`src/design/spf_divider.sv`:
```
`timescale 1ns / 1ps
// ----------------------------------------------------------------------------
// spf_divider
// restoring divider, one quotient bit per cycle, quotient and remainder out
// ----------------------------------------------------------------------------
module spf_divider #(
  parameter int unsigned W = 16
) (
  input  logic         clk,
  input  logic         rst_n,
  input  logic         start,
  input  logic [W-1:0] dividend,
  input  logic [W-1:0] divisor,
  output logic         done,
  output logic [W-1:0] quotient,
  output logic [W-1:0] remainder
);
  localparam int unsigned CW = $clog2(W + 1);

  logic [W-1:0]  quo_r, quo_nxt;
  logic [W-1:0]  rem_r, rem_nxt;
  logic [W-1:0]  dvs_r, dvs_nxt;
  logic [CW-1:0] cnt_r, cnt_nxt;
  logic          busy_r, busy_nxt;
  logic          done_r, done_nxt;
  logic [W:0]    trial;

  always_comb begin
    quo_nxt  = quo_r;
    rem_nxt  = rem_r;
    dvs_nxt  = dvs_r;
    cnt_nxt  = cnt_r;
    busy_nxt = busy_r;
    done_nxt = 1'b0;
    trial    = {rem_r, quo_r[W-1]};
    if (start) begin
      quo_nxt  = dividend;
      rem_nxt  = '0;
      dvs_nxt  = divisor;
      cnt_nxt  = CW'(W);
      busy_nxt = 1'b1;
    end else if (busy_r) begin
      if (trial >= {1'b0, dvs_r}) begin
        rem_nxt = W'(trial - {1'b0, dvs_r});
        quo_nxt = {quo_r[W-2:0], 1'b1};
      end else begin
        rem_nxt = trial[W-1:0];
        quo_nxt = {quo_r[W-2:0], 1'b0};
      end
      cnt_nxt = cnt_r - 1'b1;
      if (cnt_r == CW'(1)) begin
        busy_nxt = 1'b0;
        done_nxt = 1'b1;
      end
    end
  end

  always_ff @(posedge clk) begin
    if (!rst_n) begin
      busy_r <= 1'b0;
      done_r <= 1'b0;
      cnt_r  <= '0;
    end else begin
      busy_r <= busy_nxt;
      done_r <= done_nxt;
      cnt_r  <= cnt_nxt;
    end
    quo_r <= quo_nxt;
    rem_r <= rem_nxt;
    dvs_r <= dvs_nxt;
  end

  assign done      = done_r;
  assign quotient  = quo_r;
  assign remainder = rem_r;
endmodule

```
`config.mk`:
```
export PLATFORM = sky130hd
export DESIGN_NAME = spf_divider
export DESIGN_NICKNAME = d
export VERILOG_FILES = /design/src/design/spf_divider.sv
export SDC_FILE = /design/constraint.sdc
export NUM_CORES = 1
export LEC_CHECK = 0
export BUFFER_PORTS_ARGS = -buffer_cell sky130_fd_sc_hd__clkbuf_2
export CAP_MARGIN = 25
export CELL_PAD_IN_SITES_DETAIL_PLACEMENT = 1
export CELL_PAD_IN_SITES_GLOBAL_PLACEMENT = 1
export CORE_MARGIN = 2
export CORE_UTILIZATION = 30
export CTS_CLUSTER_SIZE = 10
export DETAILED_ROUTE_END_ITERATION = 12
export PLACE_DENSITY_LB_ADDON = 0.1
export SYNTH_ARGS = -nofsm -noshare
export SYNTH_HDL_FRONTEND = slang
export SYNTH_SLANG_ARGS = --single-unit
```
`constraint.sdc`:
```
create_clock -name clk -period 3 [get_ports clk]
set_input_delay 0.3 -clock clk [delete_from_list [all_inputs] [get_ports clk]]
set_output_delay 0.3 -clock clk [all_outputs]
set_load 0.05 [all_outputs]
```
==> metrics.cfg, run 1 <==
[synthesis]
synth_cells = 329
synth_edf_count = 32
netlist_area_sq_um = 3300
async_flop_share_pct = 0
ys_types = 63
yosysWarningCount = 0
syn-num-nets = 383
synth_top_flop_cell = edfxtp_1
yosysSeqAreaShare_pct = 43.1
ys_seq_elements = 55
syn_area_per_cell_sq_um = 10.0

[die]
initial_core_util_pct = 30.5
die_h_microns = 109
die-area_sq_um = 11800
die_w_microns = 109
row_count = 38
io_pins = 68
placeableCoreArea_sq_um = 10800

[sta]
fin_hold_ws_ns = 0.138
tightest_slew_ns = 0.856
period_needed_ns = 2.76
relSlewSlack_pct = 41.5
drv_slew = 0
setup_viol_count_final = 0
hold_violations = 0
skew_ns = 0.00513
clock.fmax_mhz = 362
rsz0062_at_grt = no
timing.final.crit_share_pct = 92.1
tns_ns = 0

[clock_network]
cts.clk_slew.worst_paths_ns = 0.11
cts_setup_buffers = 0
cts_tree = built
cts_buffers = 5
cts_resized = 0
clock_path_buffers = 2
cts_root_buffer = clkbuf_8
cts_sinks = 55
clock_latency_ns = 0.33
hold_buffers = 0
cts_max_level = 2

[min_path]
min_from = divisor[15]
hp-class = primary input to register
min_path_cells = 1
min_to = dvs_r[15]

[global_routing]
antenna_found_initial = 0
grt_pass1_wl_microns = 15000
grt_max_degree = 49
grt_usage_pct = 16.6
grt_pass1_vias = 2808
grt_overflow = 0

[final_layout]
fin_area_sq_um = 3860
layout_commonest_cell = clkbuf_2
syn_to_final_growth_pct = 17.0
final_cell_mix = 67 x clkbuf_2, 32 x edfxtp_1, 25 x nor2_1
drive_gt1_share_pct = 28.8
nNetsFinal = 445
num_antenna_cells = 0

[route]
wire_per_inst_microns = 17.6
via_per_inst = 5.19
finalWirelength_microns = 9360
drc = 0
drtAntennaViolNets = 0
num_vias = 2760
drt_iter0_drc = 90
dr.pass1.iters = 4

[placed_design]
dp_hpwl_microns = 6840
globalplace.congestion = 0.784
dpl_cell_area_sq_um = 3770
port_buffers = 67

[setup_path]
critical_path_class = register to register
slowest_stage = a31o_2
r2r_end = quotient[0]
cp_max_fo = 13
crit_path_end_kind = register
required_ns = 3.09
r2r_cells = 7
critPathArrivalTime_ns = 2.86
start_kind = register
path_cells = ha_1, a21oi_2, nand2_1, o2111ai_2, a31o_2, nand2_1, mux2_2
worst_path_most_repeated_cell = nand2_1
r2r_start = remainder[9]
critical-path-max-stage-delay_ns = 0.44
r2r_slack_ns = 0.24

[pwr]
power_leakage_nw = 1.63
power.density_nw_per_um2 = 532
ir_drop_v = 0.000228

[run]
cap_viol_max_count = 0

[outcome]
status = completed

## registers in the layout (all words and copies together), names as in the netlist
register / flops
cnt_r: 5
quotient: 16
busy_r: 1
dvs_r: 16
done: 1
remainder: 16
## cells in the mapped netlist (8+ instances only)
cell type / n / share of area, %
clkbuf_1: 9 / 1.0
ha_1: 18 / 6.8
edfxtp_1: 32 / 29
inv_1: 22 / 2.5
mux2_2: 16 / 5.5
o21ai_0: 14 / 2.1
nand2_1: 20 / 2.3
xnor2_1: 9 / 2.4
a311oi_1: 8 / 2.1
a21oi_1: 12 / 1.8
nand3_1: 14 / 2.1
nor2_1: 25 / 2.8
dfxtp_1: 23 / 14
## logic make-up after synthesis
| family | count (synthesis) | synth area share [%] |
|---|---|---|
| flops | 55 | 43.1 |
| mux | 16 | 5.47 |
| fa+ha+maj | 19 | 7.44 |
| simple gates | 95 | 14.5 |
| xor+xnor | 12 | 3.19 |
| buf+inv | 42 | 5.50 |
| compound gates | 90 | 20.8 |
## power breakdown
part	leakage [nW]	internal (mW)	switching (mW)	total, mW
sequential	0.507	0.872	0.0443	0.916
combinational	1.08	0.231	0.455	0.686
clock	0.0458	0.171	0.280	0.450
## per-stage QoR
stage	power, mW	util [%]	std cells	setup WS (ns)
2_1_floorplan	1.44	-	329	0.421
3_3_place_gp	1.62	34.9	524	0.357
3_5_place_dp	1.63	34.9	524	0.237
4_1_cts	2.09	35.7	532	0.224
5_1_grt	2.18	35.7	532	0.0755
6_report	2.05	35.7	532	0.236
## how the worst max path moves through the flow
stage / from / endpoint / slack, ns / cells past startpoint
3_5_place_dp: remainder[9] / quotient[0] / 0.24 / 7
4_1_cts: remainder[9] / quotient[0] / 0.22 / 7
3_3_place_gp: dvs_r[10] / quotient[0] / 0.36 / 8
5_1_grt: remainder[9] / quotient[0] / 0.08 / 7
6_report: remainder[9] / quotient[0] / 0.24 / 7
2_1_floorplan: remainder[9] / quotient[0] / 0.42 / 8
## metal layers
| metal | vias up | GRT usage, % | wire (microns) |
|---|---|---|---|
| li1 | 1360 | - | - |
| met2 | 61 | 26.8 | 4360 |
| met5 | - | 0 | 0 |
| met1 | 1331 | 23.1 | 4450 |
| met3 | 8 | 2.57 | 450 |
| met4 | 0 | 4.49 | 103 |
## worst max-delay path: cells and delay by family (launching register included)
family	cells	cell delay [ns]
flops	1	0.35
mux	1	0.32
compound gates	3	1.05
fa+ha+maj	1	0.43
simple gates	2	0.37
## area by class of cell
type	instances	area, sq um
clock buffers	6	72.6
multi-input cells	232	1690
inverters	22	82.6
fillers	1261	6940
flip-flops and latches	55	1420
repair buffers	75	395
clock inverters	2	17.5
well taps	140	175
No activity file was read; power rests on OpenSTA's default activity.
==> run 2, diff against run 1 <==
--- a/config.mk
+++ b/config.mk
@@ -14,6 +14,7 @@
 export CTS_CLUSTER_SIZE = 10
 export DETAILED_ROUTE_END_ITERATION = 12
 export PLACE_DENSITY_LB_ADDON = 0.1
+export REMOVE_ABC_BUFFERS = 1
 export SYNTH_ARGS = -nofsm -noshare
 export SYNTH_HDL_FRONTEND = slang
 export SYNTH_SLANG_ARGS = --single-unit
==> metrics.cfg, run 2 (synthesis gave the netlist of run 1 again) <==
[sta]
skew_ns = 0.0191  ; was 0.00513 ns
rsz0062_at_grt = no  ; unchanged
drv_slew = 0  ; unchanged
timing.final.crit_share_pct = 93.3  ; was 92.1%
clock.fmax_mhz = 357  ; was 362 MHz
period_needed_ns = 2.80  ; was 2.76 ns
hold_violations = 0  ; unchanged
tightest_slew_ns = 0.675  ; was 0.856 ns
relSlewSlack_pct = 54.9  ; was 41.5%
setup_viol_count_final = 0  ; unchanged
tns_ns = 0  ; unchanged

[final_layout]
fin_area_sq_um = 3850  ; was 3860 sq um
syn_to_final_growth_pct = 16.8  ; was 17.0%
layout_commonest_cell = clkbuf_2  ; unchanged
final_cell_mix = 67 x clkbuf_2, 32 x edfxtp_1, 25 x nor2_1  ; unchanged
fill_cells = 1246  ; was 1261
fin_cells = 531  ; was 532
num_antenna_cells = 0  ; unchanged
final_util_pct = 35.7  ; about the same
nNetsFinal = 444  ; was 445
drive_gt1_share_pct = 28.6  ; was 28.8%

[pwr]
p_int_mw = 1.27  ; about the same
ir_drop_v = 0.000256  ; was 0.000228 V
combPwrFrac_pct = 33.2  ; was 33.4%
p_sw_mw = 0.775  ; was 0.778 mW
p_seq_share_pct = 44.8  ; was 44.7%
swShare_pct = 37.8  ; was 37.9%
power_leakage_nw = 1.62  ; was 1.63 nW
power.density_nw_per_um2 = 532  ; about the same
clock_power_share_pct = 22.0  ; was 21.9%

[placed_design]
dpl_cell_area_sq_um = 3760  ; was 3770 sq um
dp_cells = 523  ; was 524
port_buffers = 67  ; unchanged
globalplace.congestion = 0.777  ; was 0.784
dp_hpwl_microns = 6960  ; was 6840 microns

[setup_path]
required_ns = 3.08  ; was 3.09 ns
startpoint = remainder[9]  ; unchanged
cp_max_fo = 13  ; unchanged
critical_path_class = register to register  ; unchanged
critical-path-max-stage-delay_ns = 0.44  ; about the same
start_kind = register  ; unchanged
critPathArrivalTime_ns = 2.88  ; was 2.86 ns
worst_path_most_repeated_cell = nand2_1  ; unchanged
r2r_cells = 7  ; unchanged
r2r_start = remainder[9]  ; unchanged
slowest_stage = ha_1  ; was a31o_2
crit_path_end_kind = register  ; unchanged
path_cells = ha_1, a21oi_2, nand2_1, o2111ai_2, a31o_2, nand2_1, mux2_2  ; unchanged

[route]
drt_iter0_drc = 78  ; was 90
dr.pass1.iters = 4  ; unchanged
num_vias = 2755  ; was 2760
finalWirelength_microns = 9450  ; was 9360 microns
drtAntennaViolNets = 0  ; unchanged
drc = 0  ; unchanged
wire_per_inst_microns = 17.8  ; was 17.6 microns
via_per_inst = 5.19  ; about the same

[die]
die-area_sq_um = 11800  ; unchanged
die_w_microns = 109  ; unchanged
io_pins = 68  ; unchanged
initial_core_util_pct = 30.5  ; unchanged
die_h_microns = 109  ; unchanged
row_count = 38  ; unchanged
placeableCoreArea_sq_um = 10800  ; unchanged

[clock_network]
cts.clk_slew.worst_paths_ns = 0.12  ; was 0.11 ns
cts_root_buffer = clkbuf_8  ; unchanged
hold_buffers = 0  ; unchanged
cts_resized = 0  ; unchanged
cts_buffers = 5  ; unchanged
clock_latency_ns = 0.33  ; about the same
clock_path_buffers = 2  ; unchanged
cts_sinks = 55  ; unchanged
cts_tree = built  ; unchanged
cts_setup_buffers = 0  ; unchanged
cts_max_level = 2  ; unchanged

[min_path]
min_path_cells = 1  ; unchanged
hp-class = primary input to register  ; unchanged
min_from = divisor[8]  ; was divisor[15]

[run]
cap_viol_max_count = 0  ; unchanged

[global_routing]
grt_pass1_wl_microns = 15300  ; was 15000 microns
grt_overflow = 0  ; unchanged
antenna_found_initial = 0  ; unchanged
grt_pass1_vias = 2997  ; was 2808
grt_max_degree = 49  ; unchanged
grt_usage_pct = 16.7  ; was 16.6%

[outcome]
status = completed  ; unchanged

run 2: cell count changes in the layout (fill, tap and decap cells not counted):
cell | previous run | this run
buf_4 | 8 | 7
run 2: power groups by stage:
stage | sequential, mW | clock [mW] | combinational [mW]
after global placement | 0.933 | 0 | 0.682
after detailed placement | 0.935 | 0 | 0.685
after CTS | 0.919 | 0.467 | 0.688
final | 0.917 | 0.449 | 0.680
after global routing | 0.927 | 0.490 | 0.745
after floorplan | 1.08 | 0 | 0.339
run 2: path summary, 6_finish.rpt:
kind	to	slack [ns]
worst max-delay path	quotient[0]	0.20
worst min-delay path	dvs_r[8]	0.14
worst max register to register	quotient[0]	0.20
worst min register to register	cnt_r[1]	0.51
run 2: critical path: cells and delay by family (launching register included):
family                     cells  cell delay [ns]
adders and majority gates      1             0.44
muxes                          1             0.32
AOI/OAI and AO/OA              3             1.06
DFF                            1             0.37
and+or+nand+nor                2             0.35
run 2: final cells by class:
type / count / area (sq um) / share of cell area [%]
clock inverter: 2 / 17.5 / 0.455
inverter: 22 / 82.6 / 2.14
clock buffer: 6 / 72.6 / 1.88
tap: 140 / 175 / 4.55
multi-input combinational: 232 / 1690 / 44.0
sequential: 55 / 1420 / 36.9
timing repair buffer: 74 / 388 / 10.1
run 2: metrics by stage:
stage          power (mW)  worst slack (ns)  hold WS [ns]
3_5_place_dp         1.62             0.257         0.479
6_report             2.05             0.202         0.136
2_1_floorplan        1.42             0.321         0.368
3_3_place_gp         1.62             0.361         0.476
5_1_grt              2.16            0.0217         0.125
4_1_cts              2.07             0.224         0.128
run 2: metal layers:
metal	GRT usage (%)	part of all wire, %	vias to the layer above
li1	-	-	1358
met2	29.3	48	64
met5	0	0	-
met1	20.2	45	1324
met4	3.75	0.93	0
met3	4.72	5.5	9
==> run 3, diff against run 2 <==
==> constraint.sdc (replaced) <==
create_clock -name clk -period 3 [get_ports clk]
set_input_delay 0.15 -clock clk [delete_from_list [all_inputs] [get_ports clk]]
set_output_delay 0.15 -clock clk [all_outputs]
set_load 0.05 [all_outputs]
==> metrics.cfg, run 3 (synthesis gave the netlist of run 1 again) <==
[global_routing]
grt_pass1_vias = 3023  ; was 2997
grt_usage_pct = 17.0  ; was 16.7%
grt_busiest_layer = met2  ; unchanged
grt_overflow = 0  ; unchanged
met1_usage_pct = 20.4  ; was 20.2%
grtUsageMet3_pct = 3.89  ; was 4.72%
antenna_found_initial = 0  ; unchanged
grt_use_met2_pct = 30.4  ; was 29.3%
grt_pass1_wl_microns = 15500  ; was 15300 microns
grt_max_degree = 49  ; unchanged

[placed_design]
dp_hpwl_microns = 6780  ; was 6960 microns
pre_cts_slack_ns = 0.273  ; was 0.257 ns
globalplace.congestion = 0.789  ; was 0.777
port_buffers = 67  ; unchanged

[sta]
clock.fmax_mhz = 372  ; was 357 MHz
tightest_slew_ns = 0.697  ; was 0.675 ns
skew_ns = 0.00867  ; was 0.0191 ns
drv_slew = 0  ; unchanged
setup_viol_count_final = 0  ; unchanged
fin_hold_ws_ns = 0.0643  ; was 0.136 ns
rsz0062_at_grt = no  ; unchanged
period_needed_ns = 2.69  ; was 2.80 ns
tns_ns = 0  ; unchanged
hold_violations = 0  ; unchanged
timing.final.crit_share_pct = 89.6  ; was 93.3%
relSlewSlack_pct = 53.4  ; was 54.9%
fin_ws_ns = 0.312  ; was 0.202 ns

[route]
dr.pass1.iters = 4  ; unchanged
num_vias = 2804  ; was 2755
finalWirelength_microns = 9440  ; was 9450 microns
wire_per_inst_microns = 17.2  ; was 17.8 microns
drc = 0  ; unchanged
drt_iter0_drc = 84  ; was 78
via_per_inst = 5.12  ; was 5.19
drtAntennaViolNets = 0  ; unchanged

[clock_network]
cts_tree = built  ; unchanged
cts_buffers = 5  ; unchanged
cts_sinks = 55  ; unchanged
cts_max_level = 2  ; unchanged
clock_latency_ns = 0.33  ; about the same
clock_path_buffers = 2  ; unchanged
cts.clk_slew.worst_paths_ns = 0.11  ; was 0.12 ns
cts_root_buffer = clkbuf_8  ; unchanged
cts_setup_buffers = 0  ; unchanged

[min_path]
hp-class = primary input to register  ; unchanged
min_to = cnt_r[4]  ; was dvs_r[8]
min_path_cells = 2  ; was 1
min_from = rst_n  ; was divisor[8]

[die]
die-area_sq_um = 11800  ; unchanged
io_pins = 68  ; unchanged
initial_core_util_pct = 30.5  ; unchanged
placeableCoreArea_sq_um = 10800  ; unchanged
row_count = 38  ; unchanged
die_h_microns = 109  ; unchanged
die_w_microns = 109  ; unchanged

[setup_path]
r2r_start = remainder[3]  ; was remainder[9]
crit_path_end_kind = register  ; unchanged
startpoint = remainder[3]  ; was remainder[9]
start_kind = register  ; unchanged
cp_max_fo = 13  ; unchanged
required_ns = 3.09  ; was 3.08 ns
critPathArrivalTime_ns = 2.78  ; was 2.88 ns
r2r_cells = 7  ; unchanged
critical_path_class = register to register  ; unchanged
r2r_slack_ns = 0.31  ; was 0.20 ns
r2r_end = quotient[0]  ; unchanged

[pwr]
power_leakage_nw = 1.71  ; was 1.62 nW
power.density_nw_per_um2 = 535  ; was 532 nW/um^2
ir_drop_v = 0.000204  ; was 0.000256 V

[outcome]
status = completed  ; unchanged

[final_layout]
num_antenna_cells = 0  ; unchanged
syn_to_final_growth_pct = 22.9  ; was 16.8%
final_cell_mix = 67 x clkbuf_2, 32 x edfxtp_1, 25 x nor2_1  ; unchanged
drive_gt1_share_pct = 27.9  ; was 28.6%
nNetsFinal = 461  ; was 444
layout_commonest_cell = clkbuf_2  ; unchanged

[run]
cap_viol_max_count = 0  ; unchanged

run 3: cell count changes in the layout (fill, tap and decap cells not counted), sizes merged:
cell	change
bufinv	+1
buf	+1
clkinv	-1
dlygate4sd3	+16
run 3: critical path, stage by stage (launching register included):
cell and delay, ns:
dfxtp_1 0.35, ha_1 0.39, a21oi_1 0.28, nand2_1 0.08, o21ai_1 0.34, a31o_2 0.47
nand2_1 0.23, mux2_2 0.31
run 3: layout make-up:
class / count / area, sq um
Multi-Input combinational cell: 232 / 1690
Sequential cell: 55 / 1420
Timing Repair Buffer: 91 / 556
Fill cell: 1218 / 6740
Clock buffer: 6 / 82.6
Inverter: 22 / 82.6
Tap cell: 140 / 175
Clock inverter: 2 / 38.8
run 3: per-stage QoR:
stage	power [mW]	cell area, sq um	std cells	utilization [%]
floorplan	1.42	3200	309	-
global placement	1.62	3770	524	34.9
detailed placement	1.62	3770	524	34.9
CTS	2.19	4050	548	37.5
global route	2.29	4050	548	37.5
finish	2.17	4050	548	37.5
run 3: per-layer routing:
layer,share of wire (%),wire length [microns],up-vias
met5,0,0,-
met4,1.3,120,0
met3,4.3,405,8
met2,49,4620,59
met1,45,4290,1346
li1,-,-,1391
run 3: what timing repair did:
item / CTS / global route
hold buffers: 16 / 0
gates resized for setup: 0 / 0
endpoints found under the hold margin: 16 / 0
run 3: how the worst max path moves through the flow:
stage	slack (ns)	cells after the start	endpoint
5_1_grt	0.16	7	quotient[0]
2_1_floorplan	0.32	7	quotient[0]
4_1_cts	0.24	7	quotient[0]
6_report	0.31	7	quotient[0]
3_3_place_gp	0.37	7	quotient[0]
3_5_place_dp	0.27	7	quotient[0]
run 3: report_power, final:
| part | internal (mW) | switching, mW | total, mW | leakage (nW) |
|---|---|---|---|---|
| Clock | 0.275 | 0.273 | 0.548 | 0.0618 |
| Sequential | 0.872 | 0.0455 | 0.918 | 0.507 |
| Combinational | 0.245 | 0.456 | 0.701 | 1.14 |
